===== config.mk =====
export PLATFORM = sky130hd
export DESIGN_NAME = jis_escape_stream_decoder_flat
export DESIGN_NICKNAME = d
export VERILOG_FILES = /design/src/rtl/jisd_pkg.sv /design/src/rtl/jisd_ifs.sv /design/src/rtl/jis_escape_stream_decoder.sv /design/src/flat_wrapper.sv
export SDC_FILE = /design/constraint.sdc
export NUM_CORES = 1
export LEC_CHECK = 0
export ABC_CLOCK_PERIOD_IN_PS = 8750
export BUFFER_PORTS_ARGS = -buffer_cell sky130_fd_sc_hd__buf_2
export CAP_MARGIN = 10
export CELL_PAD_IN_SITES_DETAIL_PLACEMENT = 0
export CELL_PAD_IN_SITES_GLOBAL_PLACEMENT = 1
export CORE_MARGIN = 3
export CORE_UTILIZATION = 45
export DETAILED_ROUTE_END_ITERATION = 8
export PLACE_DENSITY = 0.81
export SLEW_MARGIN = 20
export SYNTH_ARGS = -nofsm -noshare
export SYNTH_HDL_FRONTEND = slang
export SYNTH_SLANG_ARGS = --single-unit

===== constraint.sdc =====
create_clock -name clk -period 8.75 [get_ports clk]
set_input_delay 1.75 -clock clk [delete_from_list [all_inputs] [get_ports clk]]
set_output_delay 1.75 -clock clk [all_outputs]
set_load 0.03 [all_outputs]

===== src/rtl/jisd_pkg.sv =====
package jisd_pkg;

  localparam int unsigned ERR_OFFSET_W = 32;

  typedef enum logic [1:0] {
    KIND_CHAR  = 2'd0,
    KIND_PAIR  = 2'd1,
    KIND_ERROR = 2'd2
  } kind_t;

  typedef enum logic [2:0] {
    ERR_TRUNC_ESC   = 3'd0,
    ERR_UNSUP_ESC   = 3'd1,
    ERR_HIGH_BYTE   = 3'd2,
    ERR_TRUNC_PAIR  = 3'd3,
    ERR_INVALID_PAIR = 3'd4
  } err_code_t;

  localparam logic [7:0] BYTE_ESC    = 8'h1b;
  localparam logic [7:0] BYTE_CR     = 8'h0d;
  localparam logic [7:0] BYTE_LF     = 8'h0a;
  localparam logic [7:0] ASCII_MAX   = 8'h7f;
  localparam logic [7:0] CH_K        = 8'h4b;
  localparam logic [7:0] CH_H        = 8'h48;
  localparam logic [7:0] CH_DOLLAR   = 8'h24;
  localparam logic [7:0] CH_LPAREN   = 8'h28;
  localparam logic [7:0] CH_B        = 8'h42;
  localparam logic [7:0] CH_AT       = 8'h40;
  localparam logic [7:0] CH_J        = 8'h4a;
  localparam logic [7:0] PAIR_MIN    = 8'h21;
  localparam logic [7:0] PAIR_MAX    = 8'h7e;

  function automatic logic in_pair_range(input logic [7:0] b);
    in_pair_range = (b >= PAIR_MIN) && (b <= PAIR_MAX);
  endfunction

endpackage


===== src/rtl/jisd_ifs.sv =====
interface jisd_in_if;
  logic       valid;
  logic       ready;
  logic [7:0] byte_value;
  logic       end_of_stream;

  modport source (output valid, output byte_value, output end_of_stream, input ready);
  modport sink   (input valid, input byte_value, input end_of_stream, output ready);
endinterface

interface jisd_out_if;
  logic        valid;
  logic        ready;
  logic [1:0]  kind;
  logic [15:0] value;
  logic [2:0]  error_code;
  logic [31:0] error_offset;

  modport source (output valid, output kind, output value, output error_code,
                  output error_offset, input ready);
  modport sink   (input valid, input kind, input value, input error_code,
                  input error_offset, output ready);
endinterface


===== src/rtl/jis_escape_stream_decoder.sv =====
// channel   direction  payload
// in_ch     sink       byte_value[7:0], end_of_stream
// out_ch    source     kind[1:0], value[15:0], error_code[2:0], error_offset[31:0]
//
// One byte per clock: a result shows on out_ch the cycle after its byte is taken.
// The single output register sets the pace; in_ch.ready is low only while a
// result waits and out_ch.ready is low.
// Reset (rst_n low, synchronous) returns to single-byte mode at offset zero.
// Bytes after an error give no result up to and including the end-of-stream byte.
module jis_escape_stream_decoder #(
  parameter int unsigned OFFSET_BITS = 32
) (
  input  logic       clk,
  input  logic       rst_n,
  jisd_in_if.sink    in_ch,
  jisd_out_if.source out_ch
);
  import jisd_pkg::*;

  typedef enum logic [1:0] {
    ESC_NONE,
    ESC_SEEN,
    ESC_DOLLAR,
    ESC_PAREN
  } esc_stage_t;

  localparam logic [OFFSET_BITS-1:0] POS_MAX = {OFFSET_BITS{1'b1}};

  esc_stage_t             esc_stage_r, esc_stage_nxt;
  logic                   two_byte_r, two_byte_nxt;
  logic                   lead_pending_r, lead_pending_nxt;
  logic [7:0]             held_lead_r, held_lead_nxt;
  logic [OFFSET_BITS-1:0] pos_r, pos_nxt;
  logic [OFFSET_BITS-1:0] unit_start_r, unit_start_nxt;
  logic                   halted_r, halted_nxt;

  logic                   out_valid_r, out_valid_nxt;
  kind_t                  kind_r, kind_nxt;
  logic [15:0]            value_r, value_nxt;
  err_code_t              err_code_r, err_code_nxt;
  logic [ERR_OFFSET_W-1:0] err_off_r, err_off_nxt;

  logic                    in_fire;
  logic [7:0]              b;
  logic                    eos;
  logic [ERR_OFFSET_W-1:0] pos_lo;
  logic [ERR_OFFSET_W-1:0] start_lo;

  generate
    if (OFFSET_BITS >= ERR_OFFSET_W) begin : g_off_trunc
      assign pos_lo   = pos_r[ERR_OFFSET_W-1:0];
      assign start_lo = unit_start_r[ERR_OFFSET_W-1:0];
    end else begin : g_off_ext
      assign pos_lo   = {{(ERR_OFFSET_W-OFFSET_BITS){1'b0}}, pos_r};
      assign start_lo = {{(ERR_OFFSET_W-OFFSET_BITS){1'b0}}, unit_start_r};
    end
  endgenerate

  assign in_ch.ready = !out_valid_r || out_ch.ready;
  assign in_fire     = in_ch.valid && in_ch.ready;
  assign b           = in_ch.byte_value;
  assign eos         = in_ch.end_of_stream;

  always_comb begin
    esc_stage_t             stage_v;
    logic                   res_v;
    kind_t                  kind_v;
    logic [15:0]            value_v;
    err_code_t              code_v;
    logic [ERR_OFFSET_W-1:0] off_v;
    logic                   err_v;

    esc_stage_nxt    = esc_stage_r;
    two_byte_nxt     = two_byte_r;
    lead_pending_nxt = lead_pending_r;
    held_lead_nxt    = held_lead_r;
    pos_nxt          = pos_r;
    unit_start_nxt   = unit_start_r;
    halted_nxt       = halted_r;
    stage_v          = esc_stage_r;
    res_v            = 1'b0;
    kind_v           = KIND_CHAR;
    value_v          = '0;
    code_v           = ERR_TRUNC_ESC;
    off_v            = '0;
    err_v            = 1'b0;

    if (!halted_r) begin
      case (esc_stage_r)
        ESC_SEEN: begin
          if (b == CH_K) begin
            two_byte_nxt = 1'b1;
            stage_v      = ESC_NONE;
          end else if (b == CH_H) begin
            two_byte_nxt = 1'b0;
            stage_v      = ESC_NONE;
          end else if (b == CH_DOLLAR || b == CH_LPAREN) begin
            stage_v = (b == CH_DOLLAR) ? ESC_DOLLAR : ESC_PAREN;
            if (eos) begin
              err_v  = 1'b1;
              code_v = ERR_TRUNC_ESC;
              off_v  = start_lo;
            end
          end else begin
            err_v  = 1'b1;
            code_v = ERR_UNSUP_ESC;
            off_v  = start_lo;
          end
        end
        ESC_DOLLAR: begin
          stage_v = ESC_NONE;
          if (b == CH_B || b == CH_AT) begin
            two_byte_nxt = 1'b1;
          end else begin
            err_v  = 1'b1;
            code_v = ERR_UNSUP_ESC;
            off_v  = start_lo;
          end
        end
        ESC_PAREN: begin
          stage_v = ESC_NONE;
          if (b == CH_B || b == CH_J) begin
            two_byte_nxt = 1'b0;
          end else begin
            err_v  = 1'b1;
            code_v = ERR_UNSUP_ESC;
            off_v  = start_lo;
          end
        end
        ESC_NONE: begin
          if (lead_pending_r) begin
            // trail byte is taken as is, even ESC, CR or LF
            lead_pending_nxt = 1'b0;
            if (in_pair_range(held_lead_r) && in_pair_range(b)) begin
              res_v   = 1'b1;
              kind_v  = KIND_PAIR;
              value_v = {held_lead_r, b};
            end else begin
              err_v  = 1'b1;
              code_v = ERR_INVALID_PAIR;
              off_v  = start_lo;
            end
          end else if (b == BYTE_ESC) begin
            unit_start_nxt = pos_r;
            stage_v        = ESC_SEEN;
            if (eos) begin
              err_v  = 1'b1;
              code_v = ERR_TRUNC_ESC;
              off_v  = pos_lo;
            end
          end else if (b == BYTE_CR || b == BYTE_LF) begin
            two_byte_nxt = 1'b0;
            res_v        = 1'b1;
            value_v      = {8'h00, b};
          end else if (!two_byte_r) begin
            if (b > ASCII_MAX) begin
              err_v  = 1'b1;
              code_v = ERR_HIGH_BYTE;
              off_v  = pos_lo;
            end else begin
              res_v   = 1'b1;
              value_v = {8'h00, b};
            end
          end else if (eos) begin
            err_v  = 1'b1;
            code_v = ERR_TRUNC_PAIR;
            off_v  = pos_lo;
          end else begin
            held_lead_nxt    = b;
            lead_pending_nxt = 1'b1;
            unit_start_nxt   = pos_r;
          end
        end
        default: begin
          stage_v = ESC_NONE;
        end
      endcase
    end

    if (err_v) begin
      res_v      = 1'b1;
      kind_v     = KIND_ERROR;
      value_v    = '0;
      halted_nxt = 1'b1;
    end else begin
      code_v = ERR_TRUNC_ESC;
      off_v  = '0;
    end
    esc_stage_nxt = stage_v;

    // end of stream: drop all stream state
    if (eos) begin
      esc_stage_nxt    = ESC_NONE;
      two_byte_nxt     = 1'b0;
      lead_pending_nxt = 1'b0;
      pos_nxt          = '0;
      unit_start_nxt   = '0;
      halted_nxt       = 1'b0;
    end else if (pos_r != POS_MAX) begin
      pos_nxt = pos_r + OFFSET_BITS'(1);
    end

    kind_nxt     = kind_v;
    value_nxt    = value_v;
    err_code_nxt = code_v;
    err_off_nxt  = off_v;

    if (in_fire) begin
      out_valid_nxt = res_v;
    end else begin
      out_valid_nxt = out_valid_r && !out_ch.ready;
    end
  end

  always_ff @(posedge clk) begin
    if (!rst_n) begin
      esc_stage_r    <= ESC_NONE;
      two_byte_r     <= 1'b0;
      lead_pending_r <= 1'b0;
      pos_r          <= '0;
      unit_start_r   <= '0;
      halted_r       <= 1'b0;
      out_valid_r    <= 1'b0;
    end else begin
      out_valid_r <= out_valid_nxt;
      if (in_fire) begin
        esc_stage_r    <= esc_stage_nxt;
        two_byte_r     <= two_byte_nxt;
        lead_pending_r <= lead_pending_nxt;
        pos_r          <= pos_nxt;
        unit_start_r   <= unit_start_nxt;
        halted_r       <= halted_nxt;
      end
    end
  end

  always_ff @(posedge clk) begin
    if (in_fire) begin
      held_lead_r <= held_lead_nxt;
      kind_r      <= kind_nxt;
      value_r     <= value_nxt;
      err_code_r  <= err_code_nxt;
      err_off_r   <= err_off_nxt;
    end
  end

  assign out_ch.valid        = out_valid_r;
  assign out_ch.kind         = kind_r;
  assign out_ch.value        = value_r;
  assign out_ch.error_code   = err_code_r;
  assign out_ch.error_offset = err_off_r;

`ifndef SYNTHESIS
  a_lead_in_two_byte: assert property (@(posedge clk) disable iff (!rst_n)
    lead_pending_r |-> (two_byte_r && esc_stage_r == ESC_NONE))
    else $error("lead pending outside two-byte mode or inside an escape");

  a_halt_no_lead: assert property (@(posedge clk) disable iff (!rst_n)
    halted_r |-> !lead_pending_r)
    else $error("lead byte held while halted");

  a_eos_clears: assert property (@(posedge clk) disable iff (!rst_n)
    (in_fire && eos) |=> (pos_r == '0 && !halted_r && esc_stage_r == ESC_NONE))
    else $error("stream state not cleared after end of stream");

  a_halt_silent: assert property (@(posedge clk) disable iff (!rst_n)
    (in_fire && halted_r) |=> !out_valid_r)
    else $error("result produced while halted");

  a_error_fields: assert property (@(posedge clk) disable iff (!rst_n)
    (out_valid_r && kind_r != KIND_ERROR) |-> (err_off_r == '0 && err_code_r == ERR_TRUNC_ESC))
    else $error("error fields set on a character result");
`endif

endmodule


===== src/flat_wrapper.sv =====
// flat-port wrapper written by rule: the top's interface ports become plain ports
module jis_escape_stream_decoder_flat import jisd_pkg::*;
#(
  parameter int unsigned OFFSET_BITS = 32
)
  (clk, rst_n, in_ch_valid, in_ch_byte_value, in_ch_end_of_stream, in_ch_ready, out_ch_valid, out_ch_kind, out_ch_value, out_ch_error_code, out_ch_error_offset, out_ch_ready);
  jisd_in_if in_ch_i ();
  jisd_out_if out_ch_i ();
  input  logic clk;
  input  logic rst_n;
  input wire logic [$bits(in_ch_i.valid)-1:0] in_ch_valid;
  input wire logic [$bits(in_ch_i.byte_value)-1:0] in_ch_byte_value;
  input wire logic [$bits(in_ch_i.end_of_stream)-1:0] in_ch_end_of_stream;
  output wire logic [$bits(in_ch_i.ready)-1:0] in_ch_ready;
  output wire logic [$bits(out_ch_i.valid)-1:0] out_ch_valid;
  output wire logic [$bits(out_ch_i.kind)-1:0] out_ch_kind;
  output wire logic [$bits(out_ch_i.value)-1:0] out_ch_value;
  output wire logic [$bits(out_ch_i.error_code)-1:0] out_ch_error_code;
  output wire logic [$bits(out_ch_i.error_offset)-1:0] out_ch_error_offset;
  input wire logic [$bits(out_ch_i.ready)-1:0] out_ch_ready;
  assign in_ch_i.valid = in_ch_valid;
  assign in_ch_i.byte_value = in_ch_byte_value;
  assign in_ch_i.end_of_stream = in_ch_end_of_stream;
  assign in_ch_ready = in_ch_i.ready;
  assign out_ch_valid = out_ch_i.valid;
  assign out_ch_kind = out_ch_i.kind;
  assign out_ch_value = out_ch_i.value;
  assign out_ch_error_code = out_ch_i.error_code;
  assign out_ch_error_offset = out_ch_i.error_offset;
  assign out_ch_i.ready = out_ch_ready;
  jis_escape_stream_decoder #(.OFFSET_BITS(OFFSET_BITS)) u_core (.clk(clk), .rst_n(rst_n), .in_ch(in_ch_i), .out_ch(out_ch_i));
endmodule

* After elaboration in Yosys (flattened, before gate mapping) *
Index checks and enable logic that the tools add are counted.

word-level totals
  flip-flop bits (word level) = 131
  input bits = 13
  logic and storage cells = 177
  output and inout port bits = 55

cells by class
  mux-type cells = 98
  bitwise logic cells = 7
  equal/unequal tests = 25
  add/subtract/negate cells = 1
  order comparisons = 5
  reductions and logical operators = 28

operators with widths
  operator                                                           number
  two-way mux 32 bit                                                 22
  one-hot mux 32 bit (4 select lines)                                1
  two-way mux 16 bit                                                 5
  two-way mux 1 bit                                                  46
  == test 8 x 7 -> 1 bit, second input constant                      5
  adder 32 x 1 -> 32 bit, second input constant                      1
  != test 32 bit, second input constant                              1
  two-way mux 2 bit                                                  12
  two-way mux 3 bit                                                  7
  == test 8 x 4 -> 1 bit, second input constant                      2
  == test 8 x 6 -> 1 bit, second input constant                      2
  greater-or-equal comparator 8 x 6 -> 1 bit, second input constant  2
  less-or-equal comparator 8 x 7 -> 1 bit, second input constant     2
  AND reduction 8 bit                                                2
  != test 3 x 2 -> 1 bit, second input constant                      5
  one-hot mux 3 bit (4 select lines)                                 1
  == test 8 x 5 -> 1 bit, second input constant                      1
  > comparator 8 x 7 -> 1 bit, second input constant                 1
  two-way mux 8 bit                                                  1
  one-hot mux 1 bit (4 select lines)                                 2
  inverter 1 bit                                                     7
  != test 3 bit, second input constant                               2
  one-hot mux 2 bit (3 select lines)                                 1
  AND reduction 6 bit                                                1
  other kinds (17)                                                   32

* Longest topological paths before layout *
  depth after elaboration = 10
  mapped depth = 9
  gate-level depth less buffers = 8

* Worst setup path before layout *
Ideal clock, no wire load.

  kind = input-to-reg
  start = input out_ch_ready
  end = register u_core.held_lead_r[0], enable pin
  cell stages on the path = 6
  required time = 8.349 ns
  setup slack = 3.726 ns
  setup time = 0.401 ns
  path buffers = 0
  data arrival time = 4.623 ns
  cells stage by stage = nor2b_1 > inv_1 > nand2_1 > inv_1 > nand2_1 > nor4b_1

between the ends
  cells in the longest elaborated chain, start to end = 3

RTL lines
  element                               line                              RTL
  from (decl)                           flat_wrapper.sv:20                input wire logic [$bits(out_ch_i.ready)-1:0] out_ch_ready;
  logical OR 1 bit                      jis_escape_stream_decoder.sv:59   assign in_ch.ready = !out_valid_r || out_ch.ready;
  via in_ch_ready                       flat_wrapper.sv:14                output wire logic [$bits(in_ch_i.ready)-1:0] in_ch_ready;
  logical AND 1 bit                     jis_escape_stream_decoder.sv:60   assign in_fire = in_ch.valid && in_ch.ready;
  via u_core.in_fire                    jis_escape_stream_decoder.sv:43   logic in_fire;
  AND reduction 8 bit (no source line)  n/a
  to (signal assigned)                  jis_escape_stream_decoder.sv:239  held_lead_r <= held_lead_nxt;
  to (decl)                             jis_escape_stream_decoder.sv:32   logic [7:0] held_lead_r, held_lead_nxt;

The timed path passes the listed nets, and every way through them passes these cells.
A chain may end at the register's enable or synchronous reset.

* Worst setup path in the final report *
  start = input out_ch_ready
  end = register u_core.unit_start_r[22], in the netlist u_core.start_lo[22]

between the ends
  cells in the longest elaborated chain, start to end = 3

RTL lines
  element                               line                              RTL
  logical OR 1 bit                      jis_escape_stream_decoder.sv:59
  logical AND 1 bit                     jis_escape_stream_decoder.sv:60
  via u_core.in_fire                    jis_escape_stream_decoder.sv:43
  AND reduction 6 bit (no source line)  n/a
  to (signal assigned)                  jis_escape_stream_decoder.sv:231  unit_start_r <= unit_start_nxt;
  to (decl)                             jis_escape_stream_decoder.sv:34   logic [OFFSET_BITS-1:0] unit_start_r, unit_start_nxt;

The timed path passes the listed nets, and every way through them passes these cells.

==> flow_summary.json <==
{
  "post-cts-setup-buffers": 0,
  "final_layout_size_suffix_gt1_frac": 0.184,
  "slew_headroom": 0.294,
  "path_cells": "buf_2 -> nor2b_1 -> inv_1 -> nand2_1 -> inv_2 -> buf_4 -> nand2_1 -> nand2_2 -> nor2_2 -> buf_4 -> a22o_1",
  "finalHoldViolations": 0,
  "grt_max_degree": 60,
  "synth.distinct_cells": 54,
  "antenna_found_initial": 0,
  "grt_overflow": 0,
  "drv_slew": 0,
  "ys_seq_elements": 131,
  "cp-start-kind": "input pin",
  "synthArstFlopShare": 0,
  "drt_iter0_markers": 264,
  "via_count": 4423,
  "r2r_end": "u_core.start_lo[22]",
  "row_count": 40,
  "ys.flop_type": "dfxtp_1",
  "avgSynthCellArea_um2": 10.1,
  "min_period_ns": 4.24,
  "die-area_mm2": 0.0141,
  "clkSinkCount": 131,
  "drt-total-wl_mm": 12.6,
  "worstMarginPinSlew_ns": 1.05,
  "slowest_stage": "nor2_2",
  "synth_top_area_share": 0.320,
  "critPathMaxStageDelay_ns": 0.65,
  "fin_crit_sh": 0.485,
  "cts_htree_levels": 4,
  "reg2regPathDepth": 10,
  "whs_ns": 0.472,
  "clkTransAtPathRegs_ns": 0.05,
  "nNetsFinal": 638,
  "die_w_um": 119,
  "io_pins": 68,
  "hp-class": "register to register",
  "r2r_slack_ns": 5.59,
  "insertion_delay_ns": 0.42,
  "min_path_cells": 1,
  "max_freq_ghz": 0.236,
  "root_buffer": "clkbuf_16",
  "min_to": "u_core.start_lo[27]",
  "cp.arrival_ns": 4.60,
  "cts_buffers": 17,
  "clock_path_buffers": 2,
  "hold_buffers": 0,
  "min-delay-start": "u_core.start_lo[27]",
  "vias_per_cell": 5.49,
  "clock-skew-final_ns": 0.00685,
  "leakage_nw": 2.44,
  "end_kind": "register",
  "drc": 0,
  "synth.most_common_cell": "dfxtp_1",
  "grt_use_total": 0.187,
  "first_pass_iters": 5,
  "core_area_mm2": 0.0122,
  "r2r-start": "u_core.out_ch.valid",
  "ant_nets": 0,
  "syn_area_mm2": 0.00573,
  "status": "complete, no violations",
  "gp_congestion": 0.889,
  "p_per_area_mw_per_mm2": 208,
  "grt_first_pass_wirelength_mm": 21.3,
  "yosys_warnings": 0,
  "setup_viol": 0,
  "critical_path_class": "input pin to register",
  "hpwl_mm": 8.30,
  "required_ns": 9.11,
  "antenna_cells": 0,
  "start_util": 0.469,
  "tritoncts": "yes",
  "cts_resized": 0,
  "synth-edff-count": 61,
  "ir_drop_mv": 0.103,
  "seq_area_frac_synth": 0.565,
  "yosys-top-cells-area": "edfxtp_1 32%, dfxtp_1 24%, a22o_1 4.9%",
  "wl_per_cell_um": 15.7,
  "tns_ns": 0,
  "numPortBuffers": 67,
  "grt_setup_unrepaired": "no",
  "ys_top_cells_by_count": "70 x dfxtp_1, 61 x edfxtp_1, 61 x nand2_1, 52 x nor2_1, 43 x a21oi_1",
  "synth_largest_area_cell": "edfxtp_1",
  "area_delta_synth_final_pct": 17.7,
  "synthCells": 565,
  "die_h_um": 119,
  "grt_pass1_vias": 4228,
  "drv_cap": 0,
  "report.power.total_mw": 1.40,
  "cp_max_fo": 59
}
==> cells in the final DEF (no fill, tap or decap), types with 8 or more instances in the layout <==
master      n
dfxtp_1    70
nor2_1     51
nor3_1     18
buf_2      67
edfxtp_1   61
nand2_1    60
and4_1      8
nand4_1    14
o21ai_0    39
xnor2_1    25
a21oi_1    43
nor4_1      9
buf_4       8
clkbuf_16  17
and2_1     14
nand3_1    13
a22o_1     32
inv_1      10
==> per-layer routing <==
metal / part of all wire / global-route usage / vias up
met5: 0 / 0 / -
met4: 0.025 / 0.0912 / 0
met3: 0.046 / 0.0416 / 25
met2: 0.46 / 0.290 / 116
met1: 0.47 / 0.246 / 2105
li1: - / - / 2177
==> worst max-delay path: cells and delay by family <==
kind	cells	cell delay, ns
AND/OR/NAND/NOR	5	1.68
buffers and inverters	5	0.95
AO/OA/AOI/OAI	1	0.19
==> cells by family (layout without fill, tap and decap cells) <==
family,Yosys count,in the layout,share of synthesized area
other cells,1,2,0.000655
buf+inv,47,118,0.0337
fa+ha+maj,1,1,0.00218
simple gates,223,223,0.208
flops,131,131,0.565
xor+xnor,30,30,0.0459
compound gates,132,132,0.145
==> cell type report <==
class / count / area (um2)
Fill cell: 1132 / 5470
Sequential cell: 131 / 3230
Multi-Input combinational cell: 388 / 2320
Clock buffer: 27 / 513
Timing Repair Buffer: 75 / 395
Tap cell: 168 / 210
Inverter: 11 / 41.3
Clock inverter: 5 / 25.0
==> worst max-delay path by stage <==
stage,from,end,slack (ns),depth (start not counted)
floorplan,out_ch_ready,u_core.held_lead_r[0],3.73,6
global placement,out_ch_ready,u_core.start_lo[27],3.77,11
detailed placement,out_ch_ready,u_core.start_lo[22],3.64,11
CTS,out_ch_ready,u_core.start_lo[22],4.05,11
global route,out_ch_ready,u_core.start_lo[22],4.17,11
finish,out_ch_ready,u_core.start_lo[22],4.51,11
==> metrics by stage <==
stage | area [um2] | cells | util | worst slack (ns)
3_3_place_gp | 6200 | 773 | 0.508 | 3.77
6_report | 6740 | 805 | 0.552 | 4.51
2_1_floorplan | 5730 | 566 | - | 3.73
5_1_grt | 6740 | 805 | 0.552 | 4.17
4_1_cts | 6740 | 805 | 0.552 | 4.05
3_5_place_dp | 6200 | 773 | 0.508 | 3.64
==> report_power, final <==
part           internal (mW)  leakage [nW]  switching (mW)  total (mW)
logic                 0.0241         0.998          0.0794       0.103
clock network          0.397         0.271           0.241       0.637
registers              0.658          1.17         0.00538       0.663
==> state kept, by name, summed over array words and instances, names as in the netlist, 2 cells and up <==
signal / cells
u_core.out_ch.error_offset: 32
u_core.pos_lo: 32
u_core.start_lo: 32
u_core.out_ch.value: 16
u_core.held_lead_r: 8
u_core.out_ch.error_code: 3
u_core.esc_stage_r: 2
u_core.out_ch.kind: 2
Note: power is estimated with default switching activity, not from simulation.
